$ cat src/hdl/phase_shifted_clock_pair_top_macros.svh
// Assertion macros used by the phase shifted clock pair sequencer.
`ifndef PHASE_SHIFTED_CLOCK_PAIR_TOP_MACROS_SVH
`define PHASE_SHIFTED_CLOCK_PAIR_TOP_MACROS_SVH

// Same-cycle implication, sampled on clk, off during reset.
`define PSCP_ASSERT_IMP(lbl, ante, cons, msg) \
	lbl: assert property (@(posedge clk) disable iff (!arst_n) (ante) |-> (cons)) \
		else $error(msg);

// Next-cycle implication, sampled on clk, off during reset.
`define PSCP_ASSERT_NEXT(lbl, ante, cons, msg) \
	lbl: assert property (@(posedge clk) disable iff (!arst_n) (ante) |=> (cons)) \
		else $error(msg);

`endif

$ cat src/hdl/pscp_pkg.sv
// Package: types, microcode format and constants of the phase shifted clock pair.
package pscp_pkg;

	// Phase accumulator width
	localparam int PHASE_BITS = 32;

	// Program counter
	localparam int PC_W = 3;
	typedef logic [PC_W-1:0] pc_t;

	localparam pc_t PC_HORNER = 3'd0;
	localparam pc_t PC_MANT   = 3'd1;
	localparam pc_t PC_SCALE  = 3'd2;
	localparam pc_t PC_SHIFT  = 3'd3;
	localparam pc_t PC_OUT    = 3'd4;

	// Multiplier operand selects
	typedef enum logic [1:0] {A_ACC, A_STEP, A_SMAG} asel_t;
	typedef enum logic [1:0] {B_F, B_ACC, B_RECIP} bsel_t;

	// Accumulator update
	typedef enum logic [1:0] {ACC_HOLD, ACC_COEF, ACC_ONE} accop_t;

	// Sequencing
	typedef enum logic [1:0] {JMP_NEXT, JMP_LOOP, JMP_END} jmp_t;

	typedef struct packed {
		asel_t  asel;
		bsel_t  bsel;
		accop_t acc_op;
		logic   prod_we;
		logic   sq_we;
		logic   phase_we;
		logic   out_we;
		jmp_t   jmp;
		pc_t    target;
	} ucode_t;

	// Control from sequencer to datapath
	typedef struct packed {
		logic       load;
		logic       run;
		ucode_t     uw;
		logic [1:0] k;
	} ctl_t;

	typedef enum logic {SEQ_IDLE, SEQ_RUN} seq_state_t;

	// Configuration register indexes
	localparam logic [7:0] CFG_RATE_KNOB   = 8'd0;
	localparam logic [7:0] CFG_SHIFT_KNOB  = 8'd1;
	localparam logic [7:0] CFG_PULSE_WIDTH = 8'd2;
	localparam logic [7:0] CFG_STEP_PER_HZ = 8'd3;

	// Register reset values
	localparam logic signed [14:0] RATE_KNOB_RST   = 15'sd2048;
	localparam logic [16:0]        SHIFT_KNOB_RST  = 17'd32768;
	localparam logic [15:0]        PULSE_WIDTH_RST = 16'd16384;
	localparam logic [31:0]        STEP_PER_HZ_RST = 32'd89478;

	// Rate volts clamp and octave offset, Q11
	localparam logic signed [17:0] V_LIMIT  = 18'sd20480;
	localparam logic signed [17:0] V_OFFSET = 18'sd40960;

	// Shift clamp, Q16
	localparam logic signed [18:0] SHIFT_ONE = 19'sd65536;

	// Exp2 polynomial, Q30
	localparam logic [30:0] EXP_ONE = 31'd1073741824;
	localparam logic [30:0] EXP_C4  = 31'd2017669;
	localparam logic [1:0]  HORNER_LAST = 2'd3;

	// ceil(2^24 / 5): exact floor division by 5 below 2^22
	localparam logic [21:0] RECIP5 = 22'd3355444;
	localparam int RECIP5_SHIFT = 24;

	// Shift amount base for the increment: 50 - octave
	localparam logic [5:0] INC_SHIFT_BASE = 6'd50;

	function automatic logic [29:0] exp_coef(input logic [1:0] k);
		logic [29:0] c;
		case (k)
			2'd0:    c = 30'd744265964;
			2'd1:    c = 30'd257869406;
			2'd2:    c = 30'd59934023;
			2'd3:    c = 30'd9654762;
			default: c = 30'd0;
		endcase
		return c;
	endfunction

endpackage

$ cat src/hdl/pscp_if.sv
// Channel interfaces: sample ticks in, gate results out.
interface pscp_sample_if;
	logic               valid;
	logic               ready;
	logic signed [15:0] rate_cv;
	logic               rate_cv_present;
	logic signed [15:0] shift_cv;
	logic               shift_cv_present;

	modport source (output valid, rate_cv, rate_cv_present, shift_cv, shift_cv_present,
		input ready);
	modport sink (input valid, rate_cv, rate_cv_present, shift_cv, shift_cv_present,
		output ready);
endinterface

interface pscp_gate_if;
	logic valid;
	logic ready;
	logic alpha_gate;
	logic beta_gate;
	logic combined_gate;

	modport source (output valid, alpha_gate, beta_gate, combined_gate, input ready);
	modport sink (input valid, alpha_gate, beta_gate, combined_gate, output ready);
endinterface

$ cat src/hdl/pscp_ucode_rom.sv
// Microcode ROM: one control word per program step.
module pscp_ucode_rom import pscp_pkg::*; (
	input  pc_t    pc,
	output ucode_t uw
);

	always_comb begin
		uw = '{asel: A_ACC, bsel: B_F, acc_op: ACC_HOLD, prod_we: 1'b0, sq_we: 1'b0,
			phase_we: 1'b0, out_we: 1'b0, jmp: JMP_END, target: PC_HORNER};
		case (pc)
			// acc = coef[k] + acc*f, repeat while k != 0
			PC_HORNER: begin
				uw.asel   = A_ACC;
				uw.bsel   = B_F;
				uw.acc_op = ACC_COEF;
				uw.jmp    = JMP_LOOP;
				uw.target = PC_HORNER;
			end
			// mantissa = 1.0 + acc*f
			PC_MANT: begin
				uw.asel   = A_ACC;
				uw.bsel   = B_F;
				uw.acc_op = ACC_ONE;
				uw.jmp    = JMP_NEXT;
			end
			// step_per_hz * mantissa
			PC_SCALE: begin
				uw.asel    = A_STEP;
				uw.bsel    = B_ACC;
				uw.prod_we = 1'b1;
				uw.jmp     = JMP_NEXT;
			end
			// shift CV / 5, and phase advance
			PC_SHIFT: begin
				uw.asel     = A_SMAG;
				uw.bsel     = B_RECIP;
				uw.sq_we    = 1'b1;
				uw.phase_we = 1'b1;
				uw.jmp      = JMP_NEXT;
			end
			// gate compares into the output register
			PC_OUT: begin
				uw.out_we = 1'b1;
				uw.jmp    = JMP_END;
			end
			default: begin
				uw.jmp = JMP_END;
			end
		endcase
	end

endmodule

$ cat src/hdl/pscp_seq.sv
// Sequencer: step counter, loop counter, jumps and channel handshakes.
`include "phase_shifted_clock_pair_top_macros.svh"

module pscp_seq import pscp_pkg::*; (
	input  logic   clk,
	input  logic   arst_n,
	input  logic   in_valid,
	output logic   in_ready,
	output logic   out_valid,
	input  logic   out_ready,
	input  ucode_t uw,
	output pc_t    pc,
	output ctl_t   ctl
);

	seq_state_t state_q, state_d;
	pc_t        pc_q;
	logic [1:0] k_q;
	logic       out_valid_q;
	logic       accept;
	logic       stall;
	logic       exec;

	// Output step waits while the previous result is still held
	assign stall  = uw.out_we && out_valid_q && !out_ready;
	assign exec   = (state_q == SEQ_RUN) && !stall;
	assign accept = in_valid && in_ready;

	// Next state
	always_comb begin
		state_d = state_q;
		case (state_q)
			SEQ_IDLE: if (accept) state_d = SEQ_RUN;
			SEQ_RUN:  if (exec && uw.jmp == JMP_END) state_d = SEQ_IDLE;
			default:  state_d = SEQ_IDLE;
		endcase
	end

	// Outputs
	always_comb begin
		in_ready = 1'b0;
		case (state_q)
			SEQ_IDLE: in_ready = 1'b1;
			SEQ_RUN:  in_ready = 1'b0;
			default:  in_ready = 1'b0;
		endcase
	end

	always_ff @(posedge clk or negedge arst_n) begin
		if (!arst_n) begin
			state_q <= SEQ_IDLE;
		end else begin
			state_q <= state_d;
		end
	end

	// Step and loop counters
	always_ff @(posedge clk or negedge arst_n) begin
		if (!arst_n) begin
			pc_q <= PC_HORNER;
			k_q  <= HORNER_LAST;
		end else if (accept) begin
			pc_q <= PC_HORNER;
			k_q  <= HORNER_LAST;
		end else if (exec) begin
			case (uw.jmp)
				JMP_NEXT: pc_q <= pc_q + 1'b1;
				JMP_LOOP: begin
					if (k_q != 2'd0) begin
						pc_q <= uw.target;
						k_q  <= k_q - 1'b1;
					end else begin
						pc_q <= pc_q + 1'b1;
					end
				end
				JMP_END:  pc_q <= PC_HORNER;
				default:  pc_q <= PC_HORNER;
			endcase
		end
	end

	// Result valid flag
	always_ff @(posedge clk or negedge arst_n) begin
		if (!arst_n) begin
			out_valid_q <= 1'b0;
		end else if (exec && uw.out_we) begin
			out_valid_q <= 1'b1;
		end else if (out_ready) begin
			out_valid_q <= 1'b0;
		end
	end

	assign out_valid = out_valid_q;
	assign pc        = pc_q;
	assign ctl       = '{load: accept, run: exec, uw: uw, k: k_q};

	`PSCP_ASSERT_IMP(a_no_overwrite, exec && uw.out_we, !out_valid_q || out_ready, "result overwritten before taken")
	`PSCP_ASSERT_NEXT(a_start, accept, state_q == SEQ_RUN && pc_q == PC_HORNER && k_q == HORNER_LAST, "program did not start at first step")
	`PSCP_ASSERT_IMP(a_valid_src, $rose(out_valid_q), $past(exec && uw.out_we), "result valid without output step")
	`PSCP_ASSERT_IMP(a_no_accept_busy, state_q == SEQ_RUN, !accept, "transaction accepted while busy")

endmodule

$ cat src/hdl/pscp_dp.sv
// Datapath: config registers, shared multiplier, accumulator, phase and gate compares.
module pscp_dp import pscp_pkg::*; (
	input  logic               clk,
	input  logic               arst_n,
	input  logic               cfg_we,
	input  logic [7:0]         cfg_index,
	input  logic [31:0]        cfg_data,
	input  logic signed [15:0] rate_cv,
	input  logic               rate_cv_present,
	input  logic signed [15:0] shift_cv,
	input  logic               shift_cv_present,
	input  ctl_t               ctl,
	output logic               alpha_gate,
	output logic               beta_gate,
	output logic               combined_gate
);

	localparam int LOW_BITS = PHASE_BITS - 16;

	logic signed [14:0]    rate_knob_q;
	logic [16:0]           shift_knob_q;
	logic [15:0]           pulse_width_q;
	logic [31:0]           step_per_hz_q;

	logic [4:0]            ip_q;
	logic [10:0]           f_q;
	logic [19:0]           smag_q;
	logic                  sneg_q;
	logic                  spres_q;
	logic [30:0]           acc_q;
	logic [62:0]           prod_q;
	logic [17:0]           sq_q;
	logic [PHASE_BITS-1:0] phase_q;
	logic                  alpha_q, beta_q;

	logic signed [17:0]    v_sum, v_clamp, v_off;
	logic [15:0]           cv_abs;
	logic [31:0]           mul_a, mul_b;
	logic [63:0]           prod;
	logic [31:0]           acc_sum;
	logic [5:0]            sh_amt;
	logic [62:0]           inc_full, inc_cap;
	logic [62:0]           half;
	logic signed [18:0]    sq_signed, s_sum, s_clamp;
	logic [16:0]           s_sel;
	logic [PHASE_BITS-1:0] sh_w, pw_w, off_w;

	// Configuration registers
	always_ff @(posedge clk or negedge arst_n) begin
		if (!arst_n) begin
			rate_knob_q   <= RATE_KNOB_RST;
			shift_knob_q  <= SHIFT_KNOB_RST;
			pulse_width_q <= PULSE_WIDTH_RST;
			step_per_hz_q <= STEP_PER_HZ_RST;
		end else if (cfg_we) begin
			case (cfg_index)
				CFG_RATE_KNOB:   rate_knob_q   <= cfg_data[14:0];
				CFG_SHIFT_KNOB:  shift_knob_q  <= cfg_data[16:0];
				CFG_PULSE_WIDTH: pulse_width_q <= cfg_data[15:0];
				CFG_STEP_PER_HZ: step_per_hz_q <= cfg_data;
				default: ;
			endcase
		end
	end

	// Rate volts: knob plus CV, clamped, split into octave and fraction
	always_comb begin
		v_sum = 18'(rate_knob_q);
		if (rate_cv_present) v_sum = v_sum + 18'(rate_cv);
		v_clamp = v_sum;
		if (v_sum > V_LIMIT)  v_clamp = V_LIMIT;
		if (v_sum < -V_LIMIT) v_clamp = -V_LIMIT;
		v_off = v_clamp + V_OFFSET;
	end

	// Shift CV magnitude times 16, plus 4 when negative for the floor
	assign cv_abs = shift_cv[15] ? 16'(-17'(shift_cv)) : 16'(shift_cv);

	// Shared multiplier
	always_comb begin
		case (ctl.uw.asel)
			A_ACC:   mul_a = 32'(acc_q);
			A_STEP:  mul_a = step_per_hz_q;
			A_SMAG:  mul_a = 32'(smag_q);
			default: mul_a = '0;
		endcase
		case (ctl.uw.bsel)
			B_F:     mul_b = 32'(f_q);
			B_ACC:   mul_b = 32'(acc_q);
			B_RECIP: mul_b = 32'(RECIP5);
			default: mul_b = '0;
		endcase
		prod = 64'(mul_a) * 64'(mul_b);
	end

	// Horner accumulate
	always_comb begin
		case (ctl.uw.acc_op)
			ACC_COEF: acc_sum = 32'(exp_coef(ctl.k)) + 32'(prod[41:11]);
			ACC_ONE:  acc_sum = 32'(EXP_ONE) + 32'(prod[41:11]);
			default:  acc_sum = 32'(acc_q);
		endcase
	end

	// Phase increment: scale by octave, cap at half a cycle
	always_comb begin
		half     = 63'(1) << (PHASE_BITS - 1);
		sh_amt   = INC_SHIFT_BASE - {1'b0, ip_q};
		inc_full = prod_q >> sh_amt;
		inc_cap  = (inc_full > half) ? half : inc_full;
	end

	// Shift fraction and gate compares
	always_comb begin
		sq_signed = sneg_q ? -19'(sq_q) : 19'(sq_q);
		s_sum     = 19'(shift_knob_q) + sq_signed;
		s_clamp   = s_sum;
		if (s_sum < 19'sd0)    s_clamp = 19'sd0;
		if (s_sum > SHIFT_ONE) s_clamp = SHIFT_ONE;
		s_sel = spres_q ? s_clamp[16:0] : shift_knob_q;
		sh_w  = {s_sel[15:0], {LOW_BITS{1'b0}}};
		pw_w  = {pulse_width_q, {LOW_BITS{1'b0}}};
		off_w = phase_q - sh_w;
	end

	// Operand capture on accept; step results while running
	always_ff @(posedge clk) begin
		if (ctl.load) begin
			ip_q    <= v_off[15:11];
			f_q     <= v_off[10:0];
			smag_q  <= {cv_abs, 4'b0000} + (shift_cv[15] ? 20'd4 : 20'd0);
			sneg_q  <= shift_cv[15];
			spres_q <= shift_cv_present;
			acc_q   <= EXP_C4;
		end else if (ctl.run) begin
			if (ctl.uw.acc_op != ACC_HOLD) acc_q <= acc_sum[30:0];
			if (ctl.uw.prod_we)            prod_q <= prod[62:0];
			if (ctl.uw.sq_we)              sq_q <= prod[RECIP5_SHIFT+17:RECIP5_SHIFT];
			if (ctl.uw.out_we) begin
				alpha_q <= phase_q < pw_w;
				beta_q  <= off_w < pw_w;
			end
		end
	end

	// Phase accumulator
	always_ff @(posedge clk or negedge arst_n) begin
		if (!arst_n) begin
			phase_q <= '0;
		end else if (ctl.run && ctl.uw.phase_we) begin
			phase_q <= phase_q + inc_cap[PHASE_BITS-1:0];
		end
	end

	assign alpha_gate    = alpha_q;
	assign beta_gate     = beta_q;
	assign combined_gate = alpha_q | beta_q;

endmodule

$ cat src/hdl/phase_shifted_clock_pair_top.sv
// Program steps from sample accept to gate result valid: 4 Horner, mantissa, scale, shift, out.
// A new sample is accepted only when idle, after all 8 program steps of the previous one have run.
// The output register holds a result until taken; the final step waits while it is full.
// Reset (arst_n low, asynchronous): phase cleared, knobs to defaults, sequencer idle.
// No clearing pass; the sequencer is idle and ready for a sample as soon as reset is released.
module phase_shifted_clock_pair_top import pscp_pkg::*; (
	input  logic        clk,
	input  logic        arst_n,
	input  logic        cfg_we,
	input  logic [7:0]  cfg_index,
	input  logic [31:0] cfg_data,
	pscp_sample_if.sink sample,
	pscp_gate_if.source gate
);

	pc_t    pc;
	ucode_t uw;
	ctl_t   ctl;

	// Control store
	pscp_ucode_rom u_rom (
		.pc (pc),
		.uw (uw)
	);

	// Step sequencer
	pscp_seq u_seq (
		.clk       (clk),
		.arst_n    (arst_n),
		.in_valid  (sample.valid),
		.in_ready  (sample.ready),
		.out_valid (gate.valid),
		.out_ready (gate.ready),
		.uw        (uw),
		.pc        (pc),
		.ctl       (ctl)
	);

	// Arithmetic
	pscp_dp u_dp (
		.clk              (clk),
		.arst_n           (arst_n),
		.cfg_we           (cfg_we),
		.cfg_index        (cfg_index),
		.cfg_data         (cfg_data),
		.rate_cv          (sample.rate_cv),
		.rate_cv_present  (sample.rate_cv_present),
		.shift_cv         (sample.shift_cv),
		.shift_cv_present (sample.shift_cv_present),
		.ctl              (ctl),
		.alpha_gate       (gate.alpha_gate),
		.beta_gate        (gate.beta_gate),
		.combined_gate    (gate.combined_gate)
	);

endmodule
$ cat src/flat_wrapper.sv
// flat-port wrapper written by rule: the top's interface ports become plain ports
module phase_shifted_clock_pair_top_flat import pscp_pkg::*;
  (clk, arst_n, cfg_we, cfg_index, cfg_data, sample_valid, sample_rate_cv, sample_rate_cv_present, sample_shift_cv, sample_shift_cv_present, sample_ready, gate_valid, gate_alpha_gate, gate_beta_gate, gate_combined_gate, gate_ready);
  pscp_sample_if sample_i ();
  pscp_gate_if gate_i ();
  input  logic clk;
  input  logic arst_n;
  input  logic cfg_we;
  input  logic [7:0] cfg_index;
  input  logic [31:0] cfg_data;
  input wire logic [$bits(sample_i.valid)-1:0] sample_valid;
  input wire logic [$bits(sample_i.rate_cv)-1:0] sample_rate_cv;
  input wire logic [$bits(sample_i.rate_cv_present)-1:0] sample_rate_cv_present;
  input wire logic [$bits(sample_i.shift_cv)-1:0] sample_shift_cv;
  input wire logic [$bits(sample_i.shift_cv_present)-1:0] sample_shift_cv_present;
  output wire logic [$bits(sample_i.ready)-1:0] sample_ready;
  output wire logic [$bits(gate_i.valid)-1:0] gate_valid;
  output wire logic [$bits(gate_i.alpha_gate)-1:0] gate_alpha_gate;
  output wire logic [$bits(gate_i.beta_gate)-1:0] gate_beta_gate;
  output wire logic [$bits(gate_i.combined_gate)-1:0] gate_combined_gate;
  input wire logic [$bits(gate_i.ready)-1:0] gate_ready;
  assign sample_i.valid = sample_valid;
  assign sample_i.rate_cv = sample_rate_cv;
  assign sample_i.rate_cv_present = sample_rate_cv_present;
  assign sample_i.shift_cv = sample_shift_cv;
  assign sample_i.shift_cv_present = sample_shift_cv_present;
  assign sample_ready = sample_i.ready;
  assign gate_valid = gate_i.valid;
  assign gate_alpha_gate = gate_i.alpha_gate;
  assign gate_beta_gate = gate_i.beta_gate;
  assign gate_combined_gate = gate_i.combined_gate;
  assign gate_i.ready = gate_ready;
  phase_shifted_clock_pair_top u_core (.clk(clk), .arst_n(arst_n), .cfg_we(cfg_we), .cfg_index(cfg_index), .cfg_data(cfg_data), .sample(sample_i), .gate(gate_i));
endmodule
$ cat config.mk
export PLATFORM = sky130hd
export DESIGN_NAME = phase_shifted_clock_pair_top_flat
export DESIGN_NICKNAME = d
export VERILOG_FILES = /design/src/hdl/pscp_pkg.sv /design/src/hdl/pscp_if.sv /design/src/hdl/pscp_ucode_rom.sv /design/src/hdl/pscp_seq.sv /design/src/hdl/pscp_dp.sv /design/src/hdl/phase_shifted_clock_pair_top.sv /design/src/flat_wrapper.sv
export VERILOG_INCLUDE_DIRS = /design/src /design/src/hdl
export SDC_FILE = /design/constraint.sdc
export NUM_CORES = 2
export LEC_CHECK = 0
export BUFFER_PORTS_ARGS = -buffer_cell sky130_fd_sc_hd__buf_2
export CAP_MARGIN = 10
export CORE_ASPECT_RATIO = 2
export CORE_UTILIZATION = 60
export CTS_CLUSTER_DIAMETER = 30
export DETAILED_ROUTE_END_ITERATION = 8
export GPL_ROUTABILITY_DRIVEN = 0
export GPL_TIMING_DRIVEN = 0
export PLACE_DENSITY_LB_ADDON = 0.05
export SYNTH_ARGS = -nofsm -noshare
export SYNTH_HDL_FRONTEND = slang
export SYNTH_SLANG_ARGS = --single-unit
export TNS_END_PERCENT = 10
$ cat constraint.sdc
create_clock -name clk -period 26 [get_ports clk]
set_clock_uncertainty 0.1 [all_clocks]
set_input_delay 5.2 -clock clk [delete_from_list [all_inputs] [get_ports clk]]
set_output_delay 5.2 -clock clk [all_outputs]
set_load 0.005 [all_outputs]
==> results.md, run 1 <==
- Status: aborted with a tool error
- Stage reached: 5_1_grt
- Run-stopping error: [ERROR GRT-0116] Global routing finished with congestion. Check the congestion regions in the DRC Viewer.
- H-tree levels: 1
- Ys async rst share: 44.57%
- Number of flops mapped to enable cells by yosys: 117
- GRT Util Overall: 59.17%
- Synth area leader: fa_1
- Syn_area_per_cell: 9.000 um2
- Clk root buf: clkbuf_16
- Top-area cell type share of the netlist area: 33.61%
- Die X: 209.9 um
- Max clock buf depth: 3
- IO Port Bufs: 83
- Area contributors post-synth: fa_1 (34%), ha_1 (9.7%), edfxtp_1 (6.8%), inv_1 (6.4%), nand2_1 (6.3%)
- Placed cell count: 7019
- Distinct cells, synth: 102
- Row count: 152
- CTS buffer count: 28
- Hold-fix buffers, CTS: 0
- Mapped cell area: 51870 um2
- Syn. warnings: 0
- CTS sink count: 267
- FF+latch count, synth: 267
- Post-DP HPWL: 184300 um
- Postcts setup bufs: 0
- Die Ht: 417.8 um
- Most used DFF post-synth: edfxtp_1
- Gr ovfl total: 36
- IO Count: 84
- Initial Utilization: 60.48%
- Synthesized Nets: 7117
- Cts repair resizes: 0
- First-pass GRT wire length: 365800 um
- Post-Syn Instances: 5764
- Pin count of the biggest net entering global routing: 71
- Vias in the first global route: 51731
- Post-synthesis sequential area ratio: 13.74%
[layer usage]
metal,GRT overflow,GRT usage [%]
met1,1,55.59
met4,20,65.07
met5,0,9.440
met3,0,32.99
met2,15,85.06
[per-stage QoR]
step	setup WS [ps]	hold WS, ps	area [um2]
after CTS	11880	399.4	54940
after detailed placement	11900	381.5	53980
after global placement	11460	364.4	53730
after floorplan	15450	352.3	51870
[cell families after synthesis]
group           share of synthesized area [%]
fa+ha+maj                               43.40
simple gates                            14.85
compound gates                          10.56
mux                                     5.724
flops                                   13.74
buf+inv                                 8.587
xor+xnor                                3.140
[synth_stat cells (all sizes together) (23+ instances only)]
cell type	count
inv	889
nand2	877
fa	871
nor2	631
ha	403
clkbuf	246
a21oi	199
o21ai	161
xnor2	122
edfxtp	117
dfrtp	105
a21o	101
mux2	95
nand3	76
mux2i	66
mux4	55
xor2	55
and2	48
a22oi	40
buf	37
and3	34
nor3	34
a211oi	31
dfxtp	31
o21a	26
o31ai	26
a22o	23
nand4	23
nor2b	23
o21bai	23
==> run 2, diff against run 1 <==
--- a/config.mk
+++ b/config.mk
@@ -8,13 +8,11 @@
 export LEC_CHECK = 0
 export BUFFER_PORTS_ARGS = -buffer_cell sky130_fd_sc_hd__buf_2
 export CAP_MARGIN = 10
-export CORE_ASPECT_RATIO = 2
-export CORE_UTILIZATION = 60
-export CTS_CLUSTER_DIAMETER = 30
+export CORE_UTILIZATION = 40
 export DETAILED_ROUTE_END_ITERATION = 8
 export GPL_ROUTABILITY_DRIVEN = 0
 export GPL_TIMING_DRIVEN = 0
-export PLACE_DENSITY_LB_ADDON = 0.05
+export PLACE_DENSITY_LB_ADDON = 0.15
 export SYNTH_ARGS = -nofsm -noshare
 export SYNTH_HDL_FRONTEND = slang
 export SYNTH_SLANG_ARGS = --single-unit
==> results.md, run 2 <==
- Status: complete, but fails checks
- Failing checks: DRC, capacitance limit, slew limit
- CTS tree: yes
- Biggest registers after layout: u_core.u_dp.prod_q x63, u_core.u_dp.phase_q x32, u_core.u_dp.step_per_hz_q x32
- Post-synthesis sequential area ratio: 13.74%
- Post-route minimum period: 14670 ps
- CP max stage cell: a22o_1
- CTS clock-pin slew for the worst setup and hold paths: 70 ps
- Crit path arrival time: 15000 ps
- Most frequent cells in the layout: inv_1 (888), nand2_1 (877), fa_1 (871), nor2_1 (629), ha_1 (403)
- R2R cell count: 40
- Layout area overhead: 7.718%
- Ys async rst share: 44.57%
- Die X: 362.1 um
- Mapped cell area: 51870 um2
- Post-Syn Instances: 5764
- Vias in the first global route: 44248
- Final Max Tran Viols: 22
- Critical Path Source: u_core.u_seq.pc[0]
- Rel. slew slack: -14.19%
- Main combinational cell family by area after synthesis: adder cells
- Ratio of cells with drive above 1 in the final layout: 6.632%
- Post-route DRC: 162
- Mux cell area share after synthesis: 5.724%
- Max_cap viols: 1
- Most instantiated library cell after synthesis: inv_1
- Critical path class: register to register
- H-tree levels: 2
- Crit path max fanout: 10
- Post-DP HPWL: 172300 um
- CTS sink count: 267
- Routed wire per std cell: 27.32 um
- Synthesized Nets: 7117
- Clk root buf: clkbuf_16
- Hold-fix buffers, CTS: 0
- HP Class: register to register
- Max clock buf depth: 3
- Die Ht: 362.1 um
- Row count: 131
- Clock latency on the worst-skew pair: 580 ps
- First-pass GRT wire length: 302800 um
- Pin count of the biggest net entering global routing: 80
- FF+latch count, synth: 267
- RSZ-0062 raised after global routing: no
- IO Count: 84
- Gr ovfl total: 0
- IO Port Bufs: 83
- Startpoint types: register
- Worst r2r src: u_core.u_seq.pc[0]
- Most used DFF post-synth: edfxtp_1
- Crit-path max cell delay: 840 ps
- Cts repair resizes: 0
- Area contributors post-synth: fa_1 (34%), ha_1 (9.7%), edfxtp_1 (6.8%), inv_1 (6.4%), nand2_1 (6.3%)
- Commonest non-fill, non-tap cell in the layout: inv_1
- Max reg flops: 63
- GRT Util Overall: 31.81%
- Max Freq: 68.16 MHz
- Min-delay src: u_core.u_dp.phase_q[0]
- First-pass DRT Iterations: 9
- Drt first-iter violations: 5254
- Post-synth top cells: inv_1 (888), nand2_1 (877), fa_1 (871)
- Core area: 128200 um2
- Postcts setup bufs: 0
- Final setup viols: 0
- Routed vias: 45058
- Nature of the critical path endpoint: register
- Syn_area_per_cell: 9.000 um2
- Post-DRT Antenna Nets: 0
- Largest reg by FF count: u_core.u_dp.prod_q
- Number of flops mapped to enable cells by yosys: 117
- Setup TNS: 0 ps
- Antenna violations before repair: 18
- Top-area cell type share of the netlist area: 33.61%
- Syn. warnings: 0
- Routed WL: 209400 um
- Worst-Margin Slew: 1713 ps
- Synth area leader: fa_1
- Reg2reg setup slack: 11330 ps
- Initial Utilization: 40.47%
- Synth Area in Adders: 43.40%
- CP most frequent cell: fa_1
- Synth Area in Compound Gates: 10.56%
- DIE AREA: 131100 um2
- Distinct cells, synth: 102
- Simple-Gate Fraction of Synth Area: 14.85%
- Hold Fails Final Rpt: 0
- CTS buffer count: 34
- Final Cycle Share: 56.42%
- Vias per cell: 5.878
- Worst path required time: 26330 ps
- Hold Path Depth: 2
- Synth Area in XOR/XNOR: 3.140%
- Number of nets in the layout: 7254
==> run 2: routing by layer <==
metal  track usage, %  wire, um  up-vias
li1                 -         -    18868
met1            41.64     82620    22597
met2            46.31     87010     2805
met3            11.48     26430      758
met4            14.96     12670       30
met5            2.775       687        -
==> run 2: logic make-up after synthesis <==
kind of cell | after synthesis
adders and majority gates | 1277
DFF | 267
AOI/OAI and AO/OA | 810
xor gates and xnor gates | 179
muxes | 216
buffers and inverters | 1172
and+or+nand+nor | 1843
==> run 2: worst max-delay path: cells and delay by family (launching register included) <==
family          cells  cell delay (ps)
simple gates        9             2630
fa+ha+maj          11             4450
flops               1              420
buf+inv             7             2470
compound gates     11             3920
xor+xnor            2              540
==> run 2: layout make-up <==
type | count | area, um2
timing repair buffer | 101 | 655.6
inverter | 889 | 3337
tap | 1729 | 2163
sequential | 267 | 7129
clock buffer | 48 | 974.7
multi-input combinational | 4325 | 40310
clock inverter | 13 | 162.7
antenna | 10 | 25.02
buffer | 283 | 1119
fill | 12965 | 72300
==> run 2: worst paths after layout <==
check / end
setup reg to reg: u_core.u_dp.acc_q[30]
min in group asynchronous: u_core.u_dp.phase_q[18]
setup / recovery: u_core.u_dp.acc_q[30]
hold reg to reg: u_core.u_dp.phase_q[0]
hold / removal: u_core.u_dp.phase_q[0]
max in group asynchronous: u_core.u_dp.step_per_hz_q[31]
==> run 2: per-stage QoR <==
stage	worst slack [ps]	cell area (um2)	utilization [%]	hold slack, ps	instances
after floorplan	15450	51870	-	352.3	5764
after global placement	11850	54450	42.48	371.6	7576
after detailed placement	11980	54650	42.64	373.9	7589
after CTS	11930	55790	43.52	389.6	7650
after global routing	11270	55850	43.58	407.2	7656
final	11330	55880	43.59	386.9	7665
Power of run 2 is left out: the tool's default activity adds up to more than one toggle a clock period on the data nets, which glitch-free logic cannot reach.
